### config.mk
export PLATFORM = sky130hd
export DESIGN_NAME = rle_raster_run_expander_core_flat
export DESIGN_NICKNAME = d
export VERILOG_FILES = /design/src/design/rle_pkg.sv /design/src/design/rle_in_if.sv /design/src/design/rle_out_if.sv /design/src/design/rle_raster_run_expander_core.sv /design/src/flat_wrapper.sv
export SDC_FILE = /design/constraint.sdc
export NUM_CORES = 1
export LEC_CHECK = 0
export BUFFER_PORTS_ARGS = -buffer_cell sky130_fd_sc_hd__buf_2
export CAP_MARGIN = 20
export CORE_MARGIN = 2
export CORE_UTILIZATION = 50
export DETAILED_ROUTE_END_ITERATION = 7
export PLACE_DENSITY = 0.76
export REMOVE_ABC_BUFFERS = 1
export SYNTH_ARGS = -nofsm -noshare
export SYNTH_HDL_FRONTEND = slang
export SYNTH_SLANG_ARGS = --single-unit
export TNS_END_PERCENT = 5
### constraint.sdc
create_clock -name clk -period 6.7 [get_ports clk]
set_input_delay 1.34 -clock clk [delete_from_list [all_inputs] [get_ports clk]]
set_output_delay 1.34 -clock clk [all_outputs]
set_load 0.005 [all_outputs]
### src/design/rle_pkg.sv
// Shared constants and field widths for the run-length raster expander.
// No dependencies; every other design file imports this package.
package rle_pkg;

  localparam int DATA_W        = 8;
  localparam int X_W           = 12;
  localparam int Y_W           = 16;
  localparam int LEN_W         = 7;
  localparam int COLOR_W       = 3;
  localparam int CB_W          = 3;
  localparam int HDR_W         = 7;
  localparam int APB_ADDR_W    = 3;
  localparam int APB_DATA_W    = 32;

  localparam int HEADER_BYTES_DEF = 64;

  localparam logic [X_W-1:0]     WIDTH_RESET = 12'd400;
  localparam logic [X_W-1:0]     WIDTH_MIN   = 12'd2;
  localparam logic [CB_W-1:0]    CB_RESET    = 3'd6;
  localparam logic [CB_W-1:0]    CB_MIN      = 3'd5;
  localparam logic [CB_W-1:0]    CB_SIX      = 3'd6;
  localparam logic [COLOR_W-1:0] COLOR_BAD   = 3'd7;

  localparam logic REG_IMAGE_WIDTH = 1'b0;
  localparam logic REG_COUNT_BITS  = 1'b1;

endpackage

### src/design/rle_in_if.sv
// Input byte channel of the run-length raster expander.
// Depends on rle_pkg for the field widths.
interface rle_in_if import rle_pkg::*; ();
  logic              valid;
  logic              ready;
  logic [DATA_W-1:0] data_byte;
  logic              first_byte;

  modport source (output valid, output data_byte, output first_byte, input ready);
  modport sink   (input valid, input data_byte, input first_byte, output ready);
endinterface

### src/design/rle_out_if.sv
// Segment result channel of the run-length raster expander.
// Depends on rle_pkg for the field widths.
interface rle_out_if import rle_pkg::*; ();
  logic               valid;
  logic               ready;
  logic [X_W-1:0]     seg_x;
  logic [Y_W-1:0]     seg_y;
  logic [LEN_W-1:0]   seg_length;
  logic [COLOR_W-1:0] color_index;
  logic               color_invalid;
  logic               run_last;

  modport source (output valid, output seg_x, output seg_y, output seg_length,
                  output color_index, output color_invalid, output run_last,
                  input ready);
  modport sink   (input valid, input seg_x, input seg_y, input seg_length,
                  input color_index, input color_invalid, input run_last,
                  output ready);
endinterface

### src/design/rle_raster_run_expander_core.sv
// Top level of the run-length raster expander: sequencer, position state,
// segment output register and APB register file. Uses rle_pkg, rle_in_if, rle_out_if.
//
// Usage: encoded image bytes arrive on in_if, one byte per transfer. A byte with
// first_byte set starts a new image and clears the raster position and header count.
// The first HEADER_BYTES bytes of an image are consumed without results. Each
// later byte splits into a run count (low count_bits bits, at least 5) and a color
// index; the run is emitted on out_if as one segment per raster row it touches.
// Throughput: a byte is accepted while idle and its segments are then loaded
// one after another; header bytes and zero counts do not leave idle. The
// single room/length subtract-and-compare unit produces one segment per cycle
// while the receiver is not stalling the output register.
// A byte's first segment is registered from the run state once the output is free.
// A stalled receiver holds the segment register; the sequencer waits on it and
// in_if.ready stays low until the current byte's last segment is loaded.
// Reset (rst_n low, synchronous) clears position, header count and the output
// valid flag and restores image_width to 400 and count_bits to 6.
module rle_raster_run_expander_core import rle_pkg::*; #(
  parameter int HEADER_BYTES = HEADER_BYTES_DEF
) (
  input  logic                  clk,
  input  logic                  rst_n,
  rle_in_if.sink                in_if,
  rle_out_if.source             out_if,
  input  logic                  psel,
  input  logic                  penable,
  input  logic                  pwrite,
  input  logic [APB_ADDR_W-1:0] paddr,
  input  logic [APB_DATA_W-1:0] pwdata,
  output logic [APB_DATA_W-1:0] prdata,
  output logic                  pready
);

  localparam logic [HDR_W-1:0] HDR_LIM = HDR_W'(HEADER_BYTES);

  localparam logic ST_IDLE = 1'b0;
  localparam logic ST_RUN  = 1'b1;

  logic               state_r, state_nxt;
  logic [X_W-1:0]     width_r, width_nxt;
  logic [CB_W-1:0]    cb_r, cb_nxt;
  logic [HDR_W-1:0]   header_r, header_nxt;
  logic [X_W-1:0]     pos_x_r, pos_x_nxt;
  logic [Y_W-1:0]     pos_y_r, pos_y_nxt;
  logic [LEN_W-1:0]   rem_r, rem_nxt;
  logic [COLOR_W-1:0] color_r, color_nxt;

  logic               out_valid_r, out_valid_nxt;
  logic [X_W-1:0]     seg_x_r;
  logic [Y_W-1:0]     seg_y_r;
  logic [LEN_W-1:0]   seg_len_r;
  logic [COLOR_W-1:0] seg_color_r;
  logic               seg_last_r;

  logic [X_W-1:0]     width_eff;
  logic [CB_W-1:0]    cb_eff;
  logic               in_xfer;
  logic               cfg_wr;
  logic               load;
  logic [HDR_W-1:0]   hdr_base;
  logic [X_W-1:0]     px_base;
  logic [Y_W-1:0]     py_base;
  logic [LEN_W-1:0]   in_count;
  logic [COLOR_W-1:0] in_color;
  logic [X_W-1:0]     room;
  logic [LEN_W-1:0]   seg_len;
  logic [X_W-1:0]     pos_sum;
  logic               seg_final;

  assign width_eff = (width_r < WIDTH_MIN) ? WIDTH_MIN : width_r;
  assign cb_eff    = (cb_r < CB_MIN) ? CB_MIN : cb_r;

  assign pready  = 1'b1;
  assign cfg_wr  = psel && penable && pwrite && pready;
  assign prdata  = (paddr[2] == REG_COUNT_BITS) ?
                   {{(APB_DATA_W-CB_W){1'b0}}, cb_r} :
                   {{(APB_DATA_W-X_W){1'b0}}, width_r};

  assign in_if.ready = (state_r == ST_IDLE);
  assign in_xfer     = in_if.valid && in_if.ready;

  always_comb begin
    unique case (cb_eff)
      CB_MIN: begin
        in_count = {2'b00, in_if.data_byte[4:0]};
        in_color = in_if.data_byte[7:5];
      end
      CB_SIX: begin
        in_count = {1'b0, in_if.data_byte[5:0]};
        in_color = {1'b0, in_if.data_byte[7:6]};
      end
      default: begin
        in_count = in_if.data_byte[6:0];
        in_color = {2'b00, in_if.data_byte[7]};
      end
    endcase
  end

  assign hdr_base = in_if.first_byte ? '0 : header_r;
  assign px_base  = in_if.first_byte ? '0 : pos_x_r;
  assign py_base  = in_if.first_byte ? '0 : pos_y_r;

  // Shared segment unit: room left in the row, clipped length, new column.
  assign room      = width_eff - pos_x_r;
  assign seg_final = ({{(X_W-LEN_W){1'b0}}, rem_r} <= room);
  assign seg_len   = seg_final ? rem_r : room[LEN_W-1:0];
  assign pos_sum   = pos_x_r + {{(X_W-LEN_W){1'b0}}, seg_len};
  assign load      = (state_r == ST_RUN) && (!out_valid_r || out_if.ready);

  always_comb begin
    state_nxt  = state_r;
    header_nxt = header_r;
    pos_x_nxt  = pos_x_r;
    pos_y_nxt  = pos_y_r;
    rem_nxt    = rem_r;
    color_nxt  = color_r;
    width_nxt  = width_r;
    cb_nxt     = cb_r;

    if (cfg_wr) begin
      if (paddr[2] == REG_IMAGE_WIDTH) begin
        width_nxt = pwdata[X_W-1:0];
      end else begin
        cb_nxt = pwdata[CB_W-1:0];
      end
    end

    if (in_xfer) begin
      header_nxt = hdr_base;
      pos_x_nxt  = px_base;
      pos_y_nxt  = py_base;
      if (hdr_base < HDR_LIM) begin
        header_nxt = hdr_base + 1'b1;
      end else if (in_count != '0) begin
        rem_nxt   = in_count;
        color_nxt = in_color;
        state_nxt = ST_RUN;
        if (px_base >= width_eff) begin
          pos_x_nxt = '0;
          pos_y_nxt = py_base + 1'b1;
        end
      end
    end

    if (load) begin
      rem_nxt = rem_r - seg_len;
      if (pos_sum == width_eff) begin
        pos_x_nxt = '0;
        pos_y_nxt = pos_y_r + 1'b1;
      end else begin
        pos_x_nxt = pos_sum;
      end
      if (seg_final) begin
        state_nxt = ST_IDLE;
      end
    end
  end

  always_comb begin
    if (load) begin
      out_valid_nxt = 1'b1;
    end else if (out_if.ready) begin
      out_valid_nxt = 1'b0;
    end else begin
      out_valid_nxt = out_valid_r;
    end
  end

  always_ff @(posedge clk) begin
    if (!rst_n) begin
      state_r     <= ST_IDLE;
      width_r     <= WIDTH_RESET;
      cb_r        <= CB_RESET;
      header_r    <= '0;
      pos_x_r     <= '0;
      pos_y_r     <= '0;
      out_valid_r <= 1'b0;
    end else begin
      state_r     <= state_nxt;
      width_r     <= width_nxt;
      cb_r        <= cb_nxt;
      header_r    <= header_nxt;
      pos_x_r     <= pos_x_nxt;
      pos_y_r     <= pos_y_nxt;
      out_valid_r <= out_valid_nxt;
    end
  end

  always_ff @(posedge clk) begin
    rem_r   <= rem_nxt;
    color_r <= color_nxt;
    if (load) begin
      seg_x_r     <= pos_x_r;
      seg_y_r     <= pos_y_r;
      seg_len_r   <= seg_len;
      seg_color_r <= color_r;
      seg_last_r  <= seg_final;
    end
  end

  assign out_if.valid         = out_valid_r;
  assign out_if.seg_x         = seg_x_r;
  assign out_if.seg_y         = seg_y_r;
  assign out_if.seg_length    = seg_len_r;
  assign out_if.color_index   = seg_color_r;
  assign out_if.color_invalid = (seg_color_r >= COLOR_BAD);
  assign out_if.run_last      = seg_last_r;

`ifndef SYNTH
  a_run_has_pixels: assert property (@(posedge clk) disable iff (!rst_n)
    (state_r == ST_RUN) |-> (rem_r != '0))
    else $error("Run state entered with no pixels left.");

  a_seg_nonempty: assert property (@(posedge clk) disable iff (!rst_n)
    out_valid_r |-> (seg_len_r != '0))
    else $error("Empty segment presented on the output.");

  a_last_ends_run: assert property (@(posedge clk) disable iff (!rst_n)
    (load && seg_final) |=> (state_r == ST_IDLE) && (rem_r == '0))
    else $error("Final segment did not return the sequencer to idle.");
`endif

endmodule

### src/flat_wrapper.sv
// flat-port wrapper written by rule: the top's interface ports become plain ports
module rle_raster_run_expander_core_flat import rle_pkg::*;
#(
  parameter int HEADER_BYTES = HEADER_BYTES_DEF
)
  (clk, rst_n, psel, penable, pwrite, paddr, pwdata, prdata, pready, in_if_valid, in_if_data_byte, in_if_first_byte, in_if_ready, out_if_valid, out_if_seg_x, out_if_seg_y, out_if_seg_length, out_if_color_index, out_if_color_invalid, out_if_run_last, out_if_ready);
  rle_in_if in_if_i ();
  rle_out_if out_if_i ();
  input  logic clk;
  input  logic rst_n;
  input  logic psel;
  input  logic penable;
  input  logic pwrite;
  input  logic [APB_ADDR_W-1:0] paddr;
  input  logic [APB_DATA_W-1:0] pwdata;
  output logic [APB_DATA_W-1:0] prdata;
  output logic pready;
  input wire logic [$bits(in_if_i.valid)-1:0] in_if_valid;
  input wire logic [$bits(in_if_i.data_byte)-1:0] in_if_data_byte;
  input wire logic [$bits(in_if_i.first_byte)-1:0] in_if_first_byte;
  output wire logic [$bits(in_if_i.ready)-1:0] in_if_ready;
  output wire logic [$bits(out_if_i.valid)-1:0] out_if_valid;
  output wire logic [$bits(out_if_i.seg_x)-1:0] out_if_seg_x;
  output wire logic [$bits(out_if_i.seg_y)-1:0] out_if_seg_y;
  output wire logic [$bits(out_if_i.seg_length)-1:0] out_if_seg_length;
  output wire logic [$bits(out_if_i.color_index)-1:0] out_if_color_index;
  output wire logic [$bits(out_if_i.color_invalid)-1:0] out_if_color_invalid;
  output wire logic [$bits(out_if_i.run_last)-1:0] out_if_run_last;
  input wire logic [$bits(out_if_i.ready)-1:0] out_if_ready;
  assign in_if_i.valid = in_if_valid;
  assign in_if_i.data_byte = in_if_data_byte;
  assign in_if_i.first_byte = in_if_first_byte;
  assign in_if_ready = in_if_i.ready;
  assign out_if_valid = out_if_i.valid;
  assign out_if_seg_x = out_if_i.seg_x;
  assign out_if_seg_y = out_if_i.seg_y;
  assign out_if_seg_length = out_if_i.seg_length;
  assign out_if_color_index = out_if_i.color_index;
  assign out_if_color_invalid = out_if_i.color_invalid;
  assign out_if_run_last = out_if_i.run_last;
  assign out_if_i.ready = out_if_ready;
  rle_raster_run_expander_core #(.HEADER_BYTES(HEADER_BYTES)) u_core (.clk(clk), .rst_n(rst_n), .in_if(in_if_i), .out_if(out_if_i), .psel(psel), .penable(penable), .pwrite(pwrite), .paddr(paddr), .pwdata(pwdata), .prdata(prdata), .pready(pready));
endmodule
==> Yosys cells after proc, flatten, opt, wreduce, memory -nomap -nowiden <==
Cells that the tools add are included.
Widths: inputs -> output; s select.
{ "word_totals": {"regBits": 101, "inputBits": 51, "elab_cells": 80} }
{ "op_classes": {"addsub": 6, "n_lt_le_gt_ge": 6, "n_eq_ne": 4, "mux": 33, "n_bitwise": 3, "n_reduce_logical": 14} }
{ "ops": {"columns": ["op", "count"], "rows": [
  ["$mux 16", 7],
  ["$mux 12", 9],
  ["$mux 7", 7],
  ["$add 16x1->16 const B", 2],
  ["$pmux 7 s2", 1],
  ["$add 12x7->12", 1],
  ["$eq 12x12->1", 1],
  ["$ge 12x12->1", 1],
  ["$le 7x12->1", 1],
  ["$lt 12x2->1 const B", 1],
  ["$sub 12x12->12", 1],
  ["$add 7x1->7 const B", 1],
  ["$lt 7x7->1 const B", 1],
  ["$mux 1", 7],
  ["$reduce_bool 7->1", 1],
  ["$sub 7x7->7", 1],
  ["$eq 3x3->1 const B", 2],
  ["$pmux 3 s2", 1],
  ["$reduce_and 3->1", 2],
  ["$reduce_bool 2->1", 3],
  ["$logic_and 1x1->1", 4],
  ["$reduce_and 2->1", 2],
  ["$ge 3x3->1 const B", 1],
  ["$lt 3x3->1 const B", 1],
  ["5 further kinds", 7]
]} }

==> Logic depth before layout (Yosys ltp) <==
{ "depth": {"depth_word": 10, "depth_mapped": 36} }

==> Worst setup path after synthesis <==
OpenSTA, ideal clock, no wires.
{ "synth_path": {"path_kind": "reg-to-reg", "startpoint": "register u_core.width_r[5]", "endpoint": "register u_core.pos_y_r[13]", "arrival_ns": 7.079, "t_required_ns": 6.630, "path_slack_ns": -0.449, "path_stages_with_launch": 37, "path_buffers": 4, "period_less_slack_ns": 7.149, "path_cell_list": "dfxtp_1 buf_2 nor3_1 nand3_1 nand2_1 ha_1 inv_1 fa_1 or2_2 a31oi_1 maj3_1 o21ai_0 xor2_1 inv_1 ha_1 nand4_1 nor2_1 a2111oi_0 nand4_1 a2111oi_0 nand4_1 nor2_1 inv_1 buf_2 a21o_1 ha_1 buf_6 xnor2_2 a222oi_1 nand4_1 nor4bb_1 and4b_1 nand3_2 a21o_1 buf_6 or4_1 a21boi_1"} }
{ "synth_via": {"elab_chain_len": 9, "elab_cells_between_ends": 14} }
{ "synth_lines": {"columns": ["element", "line_no", "text"], "rows": [
  ["start: declaration", "rle_raster_run_expander_core.sv:40", "logic [X_W-1:0] width_r, width_nxt;"],
  ["start signal: assignment", "rle_raster_run_expander_core.sv:180", "width_r <= width_nxt;"],
  ["$lt 12x2->1", "rle_raster_run_expander_core.sv:70", "assign width_eff = (width_r < WIDTH_MIN) ? WIDTH_MIN : width_r;"],
  ["$mux 12 *", "rle_raster_run_expander_core.sv:70", null],
  ["$sub 12x12->12 *", "rle_raster_run_expander_core.sv:104", "assign room = width_eff - pos_x_r;"],
  ["$le 7x12->1 *", "rle_raster_run_expander_core.sv:105", "assign seg_final = ({{(X_W-LEN_W){1'b0}}, rem_r} <= room);"],
  ["via u_core.seg_final", "rle_raster_run_expander_core.sv:68", "logic seg_final;"],
  ["$mux 7 *", "rle_raster_run_expander_core.sv:106", "assign seg_len = seg_final ? rem_r : room[LEN_W-1:0];"],
  ["via u_core.seg_len[5]", "rle_raster_run_expander_core.sv:66", "logic [LEN_W-1:0] seg_len;"],
  ["$add 12x7->12 *", "rle_raster_run_expander_core.sv:107", "assign pos_sum = pos_x_r + {{(X_W-LEN_W){1'b0}}, seg_len};"],
  ["$eq 12x12->1 *", "rle_raster_run_expander_core.sv:147", "if (pos_sum == width_eff) begin"],
  ["$mux 16 *", "rle_raster_run_expander_core.sv:147", null],
  ["$mux 16 *", "rle_raster_run_expander_core.sv:145", "if (load) begin"],
  ["end signal: assignment", "rle_raster_run_expander_core.sv:184", "pos_y_r <= pos_y_nxt;"],
  ["end: declaration", "rle_raster_run_expander_core.sv:44", "logic [Y_W-1:0] pos_y_r, pos_y_nxt;"]
]} }
The timed path passes the listed nets; every way through them passes the cells marked *.
A chain may end at the register's enable or synchronous reset.

==> Final worst setup path <==
{ "layout_path": {"startpoint": "register u_core.width_r[11]", "endpoint": "register u_core.pos_y_r[13]"} }
{ "layout_via": {"elab_chain_len": 9, "elab_cells_between_ends": 14} }
{ "layout_lines": {"columns": ["element", "line_no"], "rows": [
  ["$lt 12x2->1", "rle_raster_run_expander_core.sv:70"],
  ["$mux 12 *", "rle_raster_run_expander_core.sv:70"],
  ["$sub 12x12->12 *", "rle_raster_run_expander_core.sv:104"],
  ["$le 7x12->1", "rle_raster_run_expander_core.sv:105"],
  ["$mux 7 *", "rle_raster_run_expander_core.sv:106"],
  ["via u_core.seg_len[3]", "rle_raster_run_expander_core.sv:66"],
  ["$add 12x7->12 *", "rle_raster_run_expander_core.sv:107"],
  ["$eq 12x12->1 *", "rle_raster_run_expander_core.sv:147"],
  ["$mux 16 *", "rle_raster_run_expander_core.sv:147"],
  ["$mux 16 *", "rle_raster_run_expander_core.sv:145"]
]} }
Marked as above.

==> reports/metrics.cfg <==
[status]
outcome=finished, violations left
violations=setup timing

[cts]
insertion_delay_ps=360
cts.path.max_buffers=2
cts_buffers=9
hold_buffers=0
htreeDepth=3
cts_root_buf=clkbuf_16
cts_tree=built
path_clk_slew_ps=70
cts.sinks=101

[timing]
hold_violations=0
slew_viol_final=0
fmax_ghz=0.140
setup_tns_ps=-7320
layout_setup_ws_ps=-433
finalCritPeriodShare_pct=106
slew_headroom_pct=43.9
worst_slew_pin_slew_ps=838
setup_viol=28
rsz0062_at_grt=true
period_minus_slack_ps=7130
fin_skew_ps=8.21

[floorplanning]
start_util_pct=50.6
die_h_um=119
die_w_um=119
ios=126
core_mm2=0.0131
rows=42
die_area_mm2=0.0142

[worst_setup_path]
required_ps=6990
cp_data_arrival_time_ps=7430
slowest_stage=or4_4
critical_path_class=flip-flop to flip-flop
cp-end-kind=flip-flop
cp_slowest_stage_delay_ps=400
critPathLaunchType=flip-flop
startpoint=u_core.width_r[11]
rr_startpoint=u_core.width_r[11]
cp_common_cell=buf_4
cp_max_fo=8

[logic_synthesis]
synth_ff_type=dfxtp_1
yosysTopAreaCell=edfxtp_1
netlist_area_mm2=0.00663
synth_edf_count=49
synth.most_common_cell=nand2_1
yosysWarnings=0
ys_seq_area_share_pct=37.9
yosysTopAreaCellShare_pct=22.2
synth_cells=742
synth.area.top_cells=edfxtp_1 (22%), dfxtp_1 (16%), ha_1 (7.2%)
yosys-top-cells-count=nand2_1 (73), dfxtp_1 (52), edfxtp_1 (49), nor2_1 (49), inv_1 (45)
syn_area_per_cell_um2=8.93
yosysUniqueCellTypes=76
ys_async_sr_fraction_pct=0
ys_ff_latch=101

[place]
placed_area_mm2=0.00778
gp_congestion=0.928
placed_cells=1068
numPortBuffers=82
dp_hpwl_mm=12.7
dp_slack_ps=-1200

[route]
drc_errors=0
wl_per_cell_um=16.3
finalWirelength_mm=17.9
drt_first_pass_iters=5
drt-initial-drc-count=642
ant_nets=0
via_count=6245
vias_per_cell=5.68

[global_route]
antenna_found_initial=0
grtUsageTotal_pct=24.8
grt_max_degree=52
grt_pass1_vias=5716
grt_pass1_wl_mm=28.0
overflow=0

[finish]
nNetsFinal=1010
area_growth_pct=29.6
final_util_pct=65.6
n_antenna_cell=0
drive_gt1_share_pct=30.1
n_fill_cell=1027
post-route-cell-area_mm2=0.00859
stdcell_count=1099

[power_and_ir_drop]
ir_drop_uv=120
p_per_area_mw_per_mm2=149
static-leakage-power_nw=3.68

[hold_path]
worstHoldStart=u_core.color_r[2]
hp-class=flip-flop to flip-flop

[run]
drv_cap=0

## through the flow
stage,hold slack (ps),power (W)
after floorplan,400,0.000704
after global placement,402,0.000742
after detailed placement,405,0.000743
after CTS,421,0.00128
after global routing,442,0.00132
final,420,0.00128
## cell families after synthesis
family / after synthesis / synth area share, %
xor gates and xnor gates: 33 / 4.68
other: 2 / 0.113
DFF: 101 / 37.9
adders and majority gates: 42 / 8.23
and+or+nand+nor: 268 / 20.5
muxes: 14 / 2.15
buffers and inverters: 95 / 6.97
AOI/OAI and AO/OA: 187 / 19.4
## placed cells by master, fill, tap and decap left out, types with 7 or more instances in the layout
cell type,count
a21boi_0,16
a21o_1,17
a21oi_1,29
and3_1,11
buf_2,82
buf_4,108
clkbuf_16,9
conb_1,21
dfxtp_1,49
edfxtp_1,49
ha_1,31
ha_4,7
inv_1,41
mux2i_1,11
nand2_1,71
nand2b_1,12
nand3_1,21
nand4_1,13
nor2_1,46
nor2b_1,26
nor3_1,13
o211ai_1,11
o21a_1,7
o21ai_0,36
or3_1,8
xnor2_1,18
xor2_1,11
## sequential cells by signal, summed over array words and instances, names as in the netlist, 7 cells and up
register,cells
u_core.header_r,7
u_core.out_if.seg_length,7
u_core.out_if.seg_x,12
u_core.out_if.seg_y,16
u_core.pos_x_r,12
u_core.pos_y_r,16
u_core.rem_r,7
u_core.width_r,12
## worst max-delay path: cells and delay by family, from the launching register on
family | cells | cell delay, ps
compound gates | 11 | 1800
xor+xnor | 1 | 220
fa+ha+maj | 5 | 1380
buf+inv | 6 | 770
flops | 1 | 340
simple gates | 11 | 2530
## repair_timing
action                     in CTS  in global routing
gates resized for setup        44                 39
pin swaps                      30                 37
buffers inserted               10                  4
setup endpoints to repair      30                 29
gates cloned                    1                  0
## per-layer routing
metal	vias up	global-route usage [%]	wire length, um
li1	2999	-	-
met4	0	10.3	402
met1	2956	33.8	8050
met3	31	4.60	1140
met5	-	0	0
met2	259	38.8	8270
## final timing paths
kind | endpoint | slack, ps | cells past startpoint
setup / recovery | u_core.pos_y_r[13] | -430 | 34
hold / removal | u_core.out_if.color_index[2] | 420 | 0
setup reg to reg | u_core.pos_y_r[13] | -430 | 34
hold reg to reg | u_core.out_if.color_index[2] | 420 | 0
## cell type report
type                       instances  area, um^2  share of cell area (%)
clock buffer                       9         225                    2.62
clock inverter                     7        80.1                   0.932
inverter                          45         169                    1.97
multi-input combinational        566        4100                    47.7
sequential                       101        2520                    29.3
tap                              176         220                    2.56
timing repair buffer             195        1280                    14.9
## power by group
group	internal, W	switching (W)
logic	0.0000386	0.0000521
registers	0.000644	0.00000299
clock network	0.000295	0.000248
total	0.000978	0.000303
No activity file was read; power rests on OpenSTA's default activity.
